**config.mk**
```make
export PLATFORM = sky130hd
export DESIGN_NAME = tcce_ctrl
export DESIGN_NICKNAME = d
export VERILOG_FILES = /design/src/hdl/tcce_pkg.sv /design/src/hdl/tcce_ctrl.sv
export SDC_FILE = /design/constraint.sdc
export NUM_CORES = 1
export LEC_CHECK = 0
export ABC_AREA = 0
export BUFFER_PORTS_ARGS = -buffer_cell sky130_fd_sc_hd__buf_2
export CAP_MARGIN = 20
export CELL_PAD_IN_SITES_DETAIL_PLACEMENT = 1
export CELL_PAD_IN_SITES_GLOBAL_PLACEMENT = 1
export CORE_UTILIZATION = 30
export DETAILED_ROUTE_END_ITERATION = 16
export PLACE_DENSITY_LB_ADDON = 0.1
export SETUP_SLACK_MARGIN = 0.15
export SYNTH_ARGS = -nofsm -noshare
export SYNTH_HDL_FRONTEND = slang
export SYNTH_SLANG_ARGS = --single-unit
```
**constraint.sdc**
```tcl
create_clock -name i_clk -period 2.77 [get_ports i_clk]
set_input_delay 0.1385 -clock i_clk [delete_from_list [all_inputs] [get_ports i_clk]]
set_output_delay 0.1385 -clock i_clk [all_outputs]
set_load 0.03 [all_outputs]
```
**src/hdl/tcce_pkg.sv**
```systemverilog
`timescale 1ns / 1ps
// tcce_pkg: shared types, codes and constants of the text console character engine
// no dependencies; imported by tcce_ctrl, tcce_datapath and the top level

package tcce_pkg;

    // default screen geometry
    localparam int COLUMNS_DEF = 80;
    localparam int ROWS_DEF    = 25;

    // fixed field widths
    localparam int ADDR_W = 11;
    localparam int ROW_W  = 5;
    localparam int COL_W  = 7;

    // tab stops every TAB_STEP columns
    localparam int TAB_STEP = 4;
    localparam int TAB_BITS = $clog2(TAB_STEP);

    // character codes
    localparam logic [7:0] CH_NUL   = 8'd0;
    localparam logic [7:0] CH_BS    = 8'd8;
    localparam logic [7:0] CH_TAB   = 8'd9;
    localparam logic [7:0] CH_NL    = 8'd10;
    localparam logic [7:0] CH_SPACE = 8'd32;

    localparam logic [15:0] BLANK_RESET = 16'h0720;
    localparam logic [7:0]  COLOR_RESET = 8'h07;

    localparam logic REQ_PUT  = 1'b0;
    localparam logic REQ_READ = 1'b1;

    typedef struct packed {
        logic        req_type;
        logic [7:0]  char_code;
        logic [10:0] cell_address;
    } t_in_item;

    typedef struct packed {
        logic [4:0]  cursor_row;
        logic [6:0]  cursor_column;
        logic [10:0] cursor_position;
        logic [15:0] cell_data;
        logic        did_scroll;
    } t_out_item;

    // class of an incoming request
    typedef enum logic [2:0] {
        K_READ,
        K_NOP,
        K_GLYPH,
        K_NEWLINE,
        K_BACK,
        K_TAB
    } t_kind;

    // datapath operations
    typedef enum logic [3:0] {
        OP_NONE,
        OP_INIT,
        OP_GLYPH,
        OP_NEWLINE,
        OP_SCROLL,
        OP_CLEAR,
        OP_BS_START,
        OP_BS_READ,
        OP_BS_STEP,
        OP_BLANK
    } t_dp_op;

    typedef struct packed {
        t_dp_op op;
        logic   accept;
        logic   load_out;
    } t_dp_cmd;

    typedef struct packed {
        t_kind in_kind;
        logic  col_last;
        logic  col_zero;
        logic  row_zero;
        logic  row_last;
        logic  is_tab;
        logic  tab_stop;
        logic  left_space;
        logic  move_done;
        logic  cnt_last;
        logic  out_free;
    } t_dp_status;

endpackage

```
**src/hdl/tcce_ctrl.sv**
```systemverilog
`timescale 1ns / 1ps
// tcce_ctrl: sequencing state machine of the character engine
// depends on tcce_pkg; drives tcce_datapath through t_dp_cmd

module tcce_ctrl (
    input  logic                 i_clk,
    input  logic                 i_rst_n,
    input  logic                 i_in_valid,
    output logic                 o_in_stall,
    input  tcce_pkg::t_dp_status i_status,
    output tcce_pkg::t_dp_cmd    o_cmd
);
    import tcce_pkg::*;

    typedef enum logic [10:0] {
        S_INIT    = 11'b000_0000_0001,
        S_IDLE    = 11'b000_0000_0010,
        S_GLYPH   = 11'b000_0000_0100,
        S_NEWLINE = 11'b000_0000_1000,
        S_SCROLL  = 11'b000_0001_0000,
        S_SCLEAR  = 11'b000_0010_0000,
        S_BACK    = 11'b000_0100_0000,
        S_BS_RD   = 11'b000_1000_0000,
        S_BS_CHK  = 11'b001_0000_0000,
        S_BS_WR   = 11'b010_0000_0000,
        S_FINISH  = 11'b100_0000_0000
    } t_state;

    t_state r_state;
    t_state n_state;

    function automatic t_state dispatch(input t_kind kind);
        t_state s;
        unique case (kind)
            K_READ, K_NOP:  s = S_FINISH;
            K_GLYPH, K_TAB: s = S_GLYPH;
            K_NEWLINE:      s = S_NEWLINE;
            K_BACK:         s = S_BACK;
            default:        s = S_FINISH;
        endcase
        return s;
    endfunction

    always_comb begin
        n_state    = r_state;
        o_cmd      = '{op: OP_NONE, accept: 1'b0, load_out: 1'b0};
        o_in_stall = 1'b1;
        unique case (r_state)
            S_INIT: begin
                o_cmd.op = OP_INIT;
                if (i_status.cnt_last) begin
                    n_state = S_IDLE;
                end
            end
            S_IDLE: begin
                o_in_stall = 1'b0;
                if (i_in_valid) begin
                    o_cmd.accept = 1'b1;
                    n_state      = dispatch(i_status.in_kind);
                end
            end
            S_GLYPH: begin
                o_cmd.op = OP_GLYPH;
                if (i_status.col_last) begin
                    n_state = S_NEWLINE;
                end else if (!(i_status.is_tab && !i_status.tab_stop)) begin
                    n_state = S_FINISH;
                end
            end
            S_NEWLINE: begin
                o_cmd.op = OP_NEWLINE;
                n_state  = i_status.row_last ? S_SCROLL : S_FINISH;
            end
            S_SCROLL: begin
                o_cmd.op = OP_SCROLL;
                if (i_status.move_done) begin
                    n_state = S_SCLEAR;
                end
            end
            S_SCLEAR: begin
                o_cmd.op = OP_CLEAR;
                if (i_status.cnt_last) begin
                    n_state = S_FINISH;
                end
            end
            S_BACK: begin
                o_cmd.op = OP_BS_START;
                n_state  = (i_status.col_zero && !i_status.row_zero) ? S_BS_RD : S_BS_WR;
            end
            S_BS_RD: begin
                if (i_status.col_zero) begin
                    n_state = S_BS_WR;
                end else begin
                    o_cmd.op = OP_BS_READ;
                    n_state  = S_BS_CHK;
                end
            end
            S_BS_CHK: begin
                o_cmd.op = OP_BS_STEP;
                n_state  = i_status.left_space ? S_BS_RD : S_BS_WR;
            end
            S_BS_WR: begin
                o_cmd.op = OP_BLANK;
                n_state  = S_FINISH;
            end
            S_FINISH: begin
                if (i_status.out_free) begin
                    o_cmd.load_out = 1'b1;
                    o_in_stall     = 1'b0;
                    if (i_in_valid) begin
                        o_cmd.accept = 1'b1;
                        n_state      = dispatch(i_status.in_kind);
                    end else begin
                        n_state = S_IDLE;
                    end
                end
            end
            default: n_state = S_INIT;
        endcase
    end

    always_ff @(posedge i_clk) begin
        if (!i_rst_n) begin
            r_state <= S_INIT;
        end else begin
            r_state <= n_state;
        end
    end

    // items only enter between requests
    a_accept_when_free: assert property (@(posedge i_clk) disable iff (!i_rst_n)
        o_cmd.accept |-> (r_state == S_IDLE || r_state == S_FINISH))
        else $error("item taken while a request is in progress");

    // a completed scroll move is always followed by the last-row clear
    a_scroll_then_clear: assert property (@(posedge i_clk) disable iff (!i_rst_n)
        (r_state == S_SCROLL && i_status.move_done) |=> (r_state == S_SCLEAR))
        else $error("scroll move not followed by row clear");

endmodule

```
# --- Word level (Yosys, flattened, before mapping) ---
# Cells that the tools add are included.
totals:
  inputBits: 16
  elab_cells: 50
  regBits: 11
classes:
  n_eq_ne: 21
  reduce_logical: 6
  mux: 22
ops:
  columns: ["op", "count"]
  rows:
  - ["$pmux 11 s11", 1]
  - ["$mux 11", 9]
  - ["$pmux 4 s9", 1]
  - ["$pmux 11 s3", 1]
  - ["$mux 10", 3]
  - ["$eq 11x1->1 const B", 1]
  - ["$eq 11x10->1 const B", 1]
  - ["$eq 11x11->1 const B", 1]
  - ["$eq 11x2->1 const B", 1]
  - ["$eq 11x3->1 const B", 1]
  - ["$eq 11x4->1 const B", 1]
  - ["$eq 11x5->1 const B", 1]
  - ["$eq 11x6->1 const B", 1]
  - ["$eq 11x7->1 const B", 1]
  - ["$eq 11x8->1 const B", 1]
  - ["$eq 11x9->1 const B", 1]
  - ["$ne 2x2->1 const B", 5]
  - ["$eq 3x2->1 const B", 2]
  - ["$eq 3x3->1 const B", 2]
  - ["$reduce_and 6->1", 1]
  - ["$pmux 1 s2", 2]
  - ["$mux 1", 3]
  - ["$mux 3", 1]
  - ["$ne 3x3->1 const B", 1]
  - ["4 further kinds", 6]

# --- Longest topological paths before layout ---
# Gate-level depths: netlist of run 1.
logic_depth:
  ltp_word: 6
  ltp_mapped: 6
  mapped_depth_nobuf: 5

# --- Worst setup path before layout of run 1 ---
# Ideal clock, no wire load.
synth_timing:
  path_kind: "register to output"
  from: "register r_state[2]"
  to: "output o_cmd[1] (netlist bit)"
  setup_slack_ns: 0.724
  t_required_ns: 2.632
  stages_incl_launch_ff: 7
  arrival_time_ns: 1.908
  path_buffers: 1
  cell_sequence: "dfxtp_1 > clkbuf_1 > nor3_1 > nand4_1 > o211a_2 > nand2_4 > nor3_1"
synth_lines:
  columns: ["item", "line", "text"]
  rows:
  - ["from (decl)", "tcce_ctrl.sv:29", "t_state r_state;"]
  - ["from (signal assigned)", "tcce_ctrl.sv:126", "r_state <= n_state;"]
  - ["to (decl)", "tcce_ctrl.sv:11", "output tcce_pkg::t_dp_cmd o_cmd"]

==> out/qor.txt, run 1 <==
status: completed
port buffer count: 22
placed instance area: 0.00119 mm^2
Crit-path slowest cell: or4_4
core area: 0.00339 mm^2
placed insts: 200
area of the die: 0.00384 mm^2
Boundary Pins: 23
max reg flops: 11
non-filler instance count after layout: 206
first-pass GRT wire length: 5.16 mm
die span in y: 62.0 um
clk sink count: 11
Post-route DRC: 0
die width: 62.0 um
Final Util: 36.5%
setup ws final: 0.242 ns
final setup violating endpoints: 0
worst hold slack: 0.122 ns
Antenna Violating Nets Remaining: 0
Critical Path Stages: 6
layout cells sized above 1: 25.6%
RSZ-0062 raised after global routing: no
Arr. time, crit path: 2.39 ns
MaxCap Viol Count: 0
Fmax achieved: 0.396 GHz
main combinational cell family by area after synthesis: simple AND/OR/NAND/NOR gates
Hold Path Class: in -> reg
R2R depth: 4
worst path required time: 2.63 ns
Max VDD drop: 224 uV
synthesized area: 0.00108 mm^2
routability cong.: 0.860
critical path's top delay family: simple AND/OR/NAND/NOR gates
CTS buffer count: 3
Hold Vio Cnt, Final: 0
critical path launch point: r_state[0]$_SDFFE_PN1P_
ant diodes: 0
reg-to-reg endpoint: r_state[0]$_SDFFE_PN1P_
GRT Total Usage: 18.6%
Largest regs: r_state x11
Synth Area in Compound Gates: 26.9%
fraction of registers with async set/reset: 0%
synthesis-to-finish area growth: 14.6%
initial antenna violation count: 0
H-tree levels: 1
HPWL Detailed: 2.54 mm
via count: 1,125
Critical Path Max Stage Delay: 0.56 ns
clk_skew: 0.00694 ns
Setup TNS: 0 ns
post-synthesis mux area share: 0%
Final #Nets: 177
Vias/cell: 5.46
CP Capture Type: output pin
commonest non-fill, non-tap cell in the layout: buf_2
Initial DRT Pass Iterations: 4
Filler Cells Inserted: 430
drt initial violations: 28
WL/cell: 16.0 um
Tcrit/Tclk final: 91.2%
EDFF count, synth: 0
starting density of the core: 31.8%
post-synthesis adder-cell area fraction: 0%
final instance area: 0.00124 mm^2
Reg2Reg Setup Slack: 0.60 ns
CTS Hold Bufs: 0
Worst-Margin Slew: 0.794 ns
Worst Path Buf+Inv: 1
GRT overflow: 0
Synth Area in Simple Gates: 37.9%
Tot Pwr: 733 uW
Site Rows: 21
TritonCTS clock tree: done
Most flops, register: r_state
post-synthesis register bit count: 11
post-synthesis sequential area ratio: 20.4%
CP endpoint: o_cmd[1]
most frequent cell on the critical path: or4_4
worst setup path class: reg -> out
Startpoint Class: flop
critical path peak fanout: 12
commonest cells after routing, fill and taps aside: buf_2 (22), nor2_1 (15), nand2_1 (11), o21ai_0 (11), dfxtp_1 (9)
largest net degree at the start of global routing: 14
Pwr Density: 593 mW/mm^2
minimum clock period: 2.53 ns
Root Driver: clkbuf_4
clk slew on worst S/H paths: 0.07 ns
Post-Synth XOR/XNOR Area: 7.31%
final WL: 3.29 mm
yosys warns: 0
maximum root-to-sink buffer count: 2
via count of the first global-routing pass: 1,008
static leakage: 0.487 nW
Unique masters post-synth: 42
Cells after Synth: 142
Syn Area/Cell: 7.60 um^2
reg-to-reg critical path startpoint: r_state[0]$_SDFFE_PN1P_
worst path cell trace: or4_4, or4_4, o211a_2, nand2_4, nor3_1, buf_2
Max Slew Vio Count: 0
clk_lat worst skew: 0.27 ns
ys flop type: dfxtp_1
Slew HR: 46.5%
Placement Setup Slack: 0.522 ns
Synth Net Count: 158
==> cells in the mapped netlist (all sizes together) (5+ instances only) <==
| cell | n | share of area (%) |
|---|---|---|
| nor3 | 7 | 3.2 |
| or4 | 6 | 5.2 |
| nand2 | 12 | 4.9 |
| xor2 | 5 | 4.1 |
| clkbuf | 5 | 1.7 |
| nor4 | 6 | 4.9 |
| a21oi | 7 | 3.2 |
| buf | 6 | 3.9 |
| nor2 | 15 | 5.2 |
| o21ai | 11 | 5.1 |
| dfxtp | 11 | 20 |
==> area by class of cell <==
class | count | area (um^2) | area share [%]
clock buffers | 4 | 26.3 | 2.13
inverters | 5 | 18.8 | 1.52
multi-input cells | 115 | 778 | 63.0
flip-flops and latches | 11 | 223 | 18.0
well taps | 46 | 57.6 | 4.66
repair buffers | 25 | 133 | 10.7
==> power by group <==
group	switching, mW	total, mW	internal [mW]
clock	0.0542	0.110	0.0557
sequential	0.0508	0.225	0.174
combinational	0.241	0.398	0.157
total	0.346	0.733	0.387
==> cell families (layout without fill, tap and decap cells) <==
logic type,Yosys count,in the layout
buffers and inverters,16,34
and+or+nand+nor,69,69
xor gates and xnor gates,9,9
AOI/OAI and AO/OA,37,37
DFF,11,11
==> worst register-to-register path: cells and delay by family (launching register included) <==
family           cells  cell delay (ns)
flip-flops           1             0.45
AO/OA/AOI/OAI        2             0.49
AND/OR/NAND/NOR      2             1.12
==> how the worst min path moves through the flow <==
stage / slack (ns) / startpoint / cells after the start / to
2_1_floorplan: 0.28 / i_status[3] / 2 / r_state[7]$_SDFFE_PN0P_
6_report: 0.12 / i_rst_n / 2 / r_state[8]$_SDFFE_PN0P_
4_1_cts: 0.12 / i_rst_n / 2 / r_state[8]$_SDFFE_PN0P_
3_5_place_dp: 0.39 / i_rst_n / 2 / r_state[8]$_SDFFE_PN0P_
3_3_place_gp: 0.39 / i_rst_n / 2 / r_state[8]$_SDFFE_PN0P_
5_1_grt: 0.14 / i_rst_n / 2 / r_state[8]$_SDFFE_PN0P_
==> per-layer routing <==
metal  GRT usage [%]  wire (um)  share of wire [%]
met3            1.24         61                1.9
met5               0          0                  0
met2            28.0       1500                 46
met4            7.62         35                1.1
met1            27.4       1690                 51
==> repair_timing <==
item	CTS	global route
buffers inserted	0	2
setup endpoints to repair	0	2
resized for setup	0	2
endpoints found under the hold margin	0	0
Power figures use the tool's default switching activity.
==> run 2: changes to the inputs <==
REMOVE_ABC_BUFFERS = 1   (was not set)
==> run 2 against run 1 <==
Against the previous run:
- clock skew grew 0.0096 ns
- sequential share of layout area up 0.31 points
- cell area down 1.1%
- sequential cell count unchanged
- die area did not move
- first-iteration DRC count down 3.6%
- clock power up 13%
- power up 1.9%
- hold slack got worse by 0.030 ns
- sequential power is 4% higher
- critical endpoint unchanged
- combinational power decreased by 2%
- largest cell class unchanged
- non-clock buffer count down 2
==> out/qor.txt, run 2 (synthesis gave the netlist of run 1 again) <==
core area: 0.00339 mm^2 (unchanged)
port buffer count: 22 (unchanged)
Worst-Margin Slew: 0.791 ns (was 0.794 ns)
die span in y: 62.0 um (unchanged)
Initial DRT Pass Iterations: 5 (was 4)
via count: 1,142 (was 1,125)
Final Util: 36.1% (was 36.5%)
routability cong.: 0.779 (was 0.860)
via count of the first global-routing pass: 1,080 (was 1,008)
status: completed (unchanged)
Crit-path slowest cell: or4b_1 (was or4_4)
drt initial violations: 27 (was 28)
Critical Path Stages: 6 (unchanged)
Final #Nets: 175 (was 177)
Largest regs: r_state x11 (unchanged)
largest net degree at the start of global routing: 14 (unchanged)
critical path launch point: r_state[6]$_SDFFE_PN0P_ (was r_state[0]$_SDFFE_PN1P_)
CTS Hold Bufs: 0 (unchanged)
Setup TNS: 0 ns (unchanged)
CTS buffer count: 3 (unchanged)
Hold Vio Cnt, Final: 0 (unchanged)
final setup violating endpoints: 0 (unchanged)
R2R depth: 5 (was 4)
clk_lat worst skew: 0.29 ns (was 0.27 ns)
clk slew on worst S/H paths: 0.10 ns (was 0.07 ns)
Critical Path Max Stage Delay: 0.63 ns (was 0.56 ns)
first-pass GRT wire length: 5.47 mm (was 5.16 mm)
reg-to-reg critical path startpoint: r_state[1]$_SDFFE_PN0P_ (was r_state[0]$_SDFFE_PN1P_)
Boundary Pins: 23 (unchanged)
busiest grt layer: met2 (unchanged)
Pwr Density: 611 mW/mm^2 (was 593 mW/mm^2)
Tcrit/Tclk final: 91.6% (was 91.2%)
Root Driver: clkbuf_4 (unchanged)
Startpoint Class: flop (unchanged)
MaxCap Viol Count: 0 (unchanged)
Filler Cells Inserted: 428 (was 430)
Hold Path Cell Cnt: 2 (unchanged)
CP Capture Type: output pin (unchanged)
clk_skew: 0.0165 ns (was 0.00694 ns)
GRT overflow: 0 (unchanged)
Antenna Violating Nets Remaining: 0 (unchanged)
HPWL Detailed: 2.57 mm (was 2.54 mm)
final WL: 3.33 mm (was 3.29 mm)
worst setup path class: reg -> out (unchanged)
Hold Path Class: in -> reg (unchanged)
minimum clock period: 2.54 ns (was 2.53 ns)
max reg flops: 11 (unchanged)
Fmax achieved: 0.394 GHz (was 0.396 GHz)
RSZ-0062 raised after global routing: no (unchanged)
static leakage: 0.477 nW (was 0.487 nW)
commonest cells after routing, fill and taps aside: buf_2 (22), nor2_1 (15), nand2_1 (11), o21ai_0 (11), dfxtp_1 (8) (was buf_2 (22), nor2_1 (15), nand2_1 (11), o21ai_0 (11), dfxtp_1 (9))
area of the die: 0.00384 mm^2 (unchanged)
GR Layer Usage met2: 29.5% (was 28.0%)
die width: 62.0 um (unchanged)
WL/cell: 16.3 um (was 16.0 um)
met3 GRT Util: 3.52% (was 1.24%)
routing usage on met1: 28.6% (was 27.4%)
H-tree levels: 1 (unchanged)
worst path cell trace: or4b_1, or4_4, o211a_2, nand2_4, nor3_1, buf_2 (was or4_4, or4_4, o211a_2, nand2_4, nor3_1, buf_2)
FF/Latch Area: 224 um^2 (was 223 um^2)
maximum root-to-sink buffer count: 2 (unchanged)
worst path required time: 2.63 ns (about the same)
Vias/cell: 5.60 (was 5.46)
Slew HR: 46.7% (was 46.5%)
Site Rows: 21 (unchanged)
starting density of the core: 31.8% (unchanged)
GRT Total Usage: 19.8% (was 18.6%)
critical path peak fanout: 12 (unchanged)
Multi-input gate area: 778 um^2 (unchanged)
Hold Path Origin: i_rst_n (unchanged)
layout cells sized above 1: 25.3% (was 25.6%)
Max VDD drop: 175 uV (was 224 uV)
Arr. time, crit path: 2.40 ns (was 2.39 ns)
TritonCTS clock tree: done (unchanged)
commonest non-fill, non-tap cell in the layout: buf_2 (unchanged)
Max Slew Vio Count: 0 (unchanged)
synthesis-to-finish area growth: 13.3% (was 14.6%)
initial antenna violation count: 0 (unchanged)
clk sink count: 11 (unchanged)
Most flops, register: r_state (unchanged)
Worst Path Buf+Inv: 1 (unchanged)
ant diodes: 0 (unchanged)
Post-route DRC: 0 (unchanged)
critical path's top delay family: simple AND/OR/NAND/NOR gates (unchanged)
-- run 2: changes by cell type in the layout (fill, tap and decap cells not counted) --
cell	previous run	this run
buf_4	3	1
dfxtp_1	9	8
dfxtp_2	2	3
-- run 2: path summary, 6_finish.rpt --
| path | end | slack (ns) |
|---|---|---|
| max reg2reg | r_state[6]$_SDFFE_PN0P_ | 0.56 |
| max | o_cmd[1] | 0.23 |
| min | r_state[8]$_SDFFE_PN0P_ | 0.09 |
| min reg2reg | r_state[4]$_SDFFE_PN0P_ | 0.67 |
-- run 2: metal layers --
layer | vias to the layer above | routed length, um
li1 | 563 | -
met1 | 550 | 1600
met2 | 25 | 1540
met3 | 4 | 160
met4 | 0 | 40
met5 | - | 0
-- run 2: report_power, final --
| group | total [mW] | internal, mW | leakage, nW | switching [mW] |
|---|---|---|---|---|
| Clock | 0.124 | 0.0559 | 0.0150 | 0.0678 |
| Sequential | 0.233 | 0.176 | 0.0899 | 0.0571 |
| Combinational | 0.390 | 0.149 | 0.373 | 0.241 |
| Total | 0.747 | 0.380 | 0.477 | 0.366 |
-- run 2: metrics by stage --
stage	power [mW]	worst slack, ns	cell area, um^2	std cells	hold slack, ns
floorplan	0.511	0.723	1020	131	0.276
global placement	0.613	0.550	1180	199	0.381
detailed placement	0.620	0.523	1180	199	0.393
CTS	0.743	0.194	1210	203	0.0900
global route	0.800	0.150	1220	204	0.0890
finish	0.747	0.233	1220	204	0.0914
-- run 2: repair_timing --
| item | CTS | global route |
|---|---|---|
| endpoints found under the setup margin | 0 | 2 |
| resized for setup | 0 | 3 |
| buffers inserted | 0 | 1 |
-- run 2: cell type report --
class                   instances  area share (%)
flip-flops and latches         11            18.3
clock buffers                   4            2.15
multi-input cells             115            63.7
inverters                       5            1.54
repair buffers                 23            9.62
well taps                      46            4.71
-- run 2: worst register-to-register path, cell delays in order, from the launching register on --
cell       delay [ns]
dfxtp_1          0.56
or4b_1           0.55
o22a_1           0.27
nor2_1           0.23
nand3_1          0.16
a2111oi_4        0.36
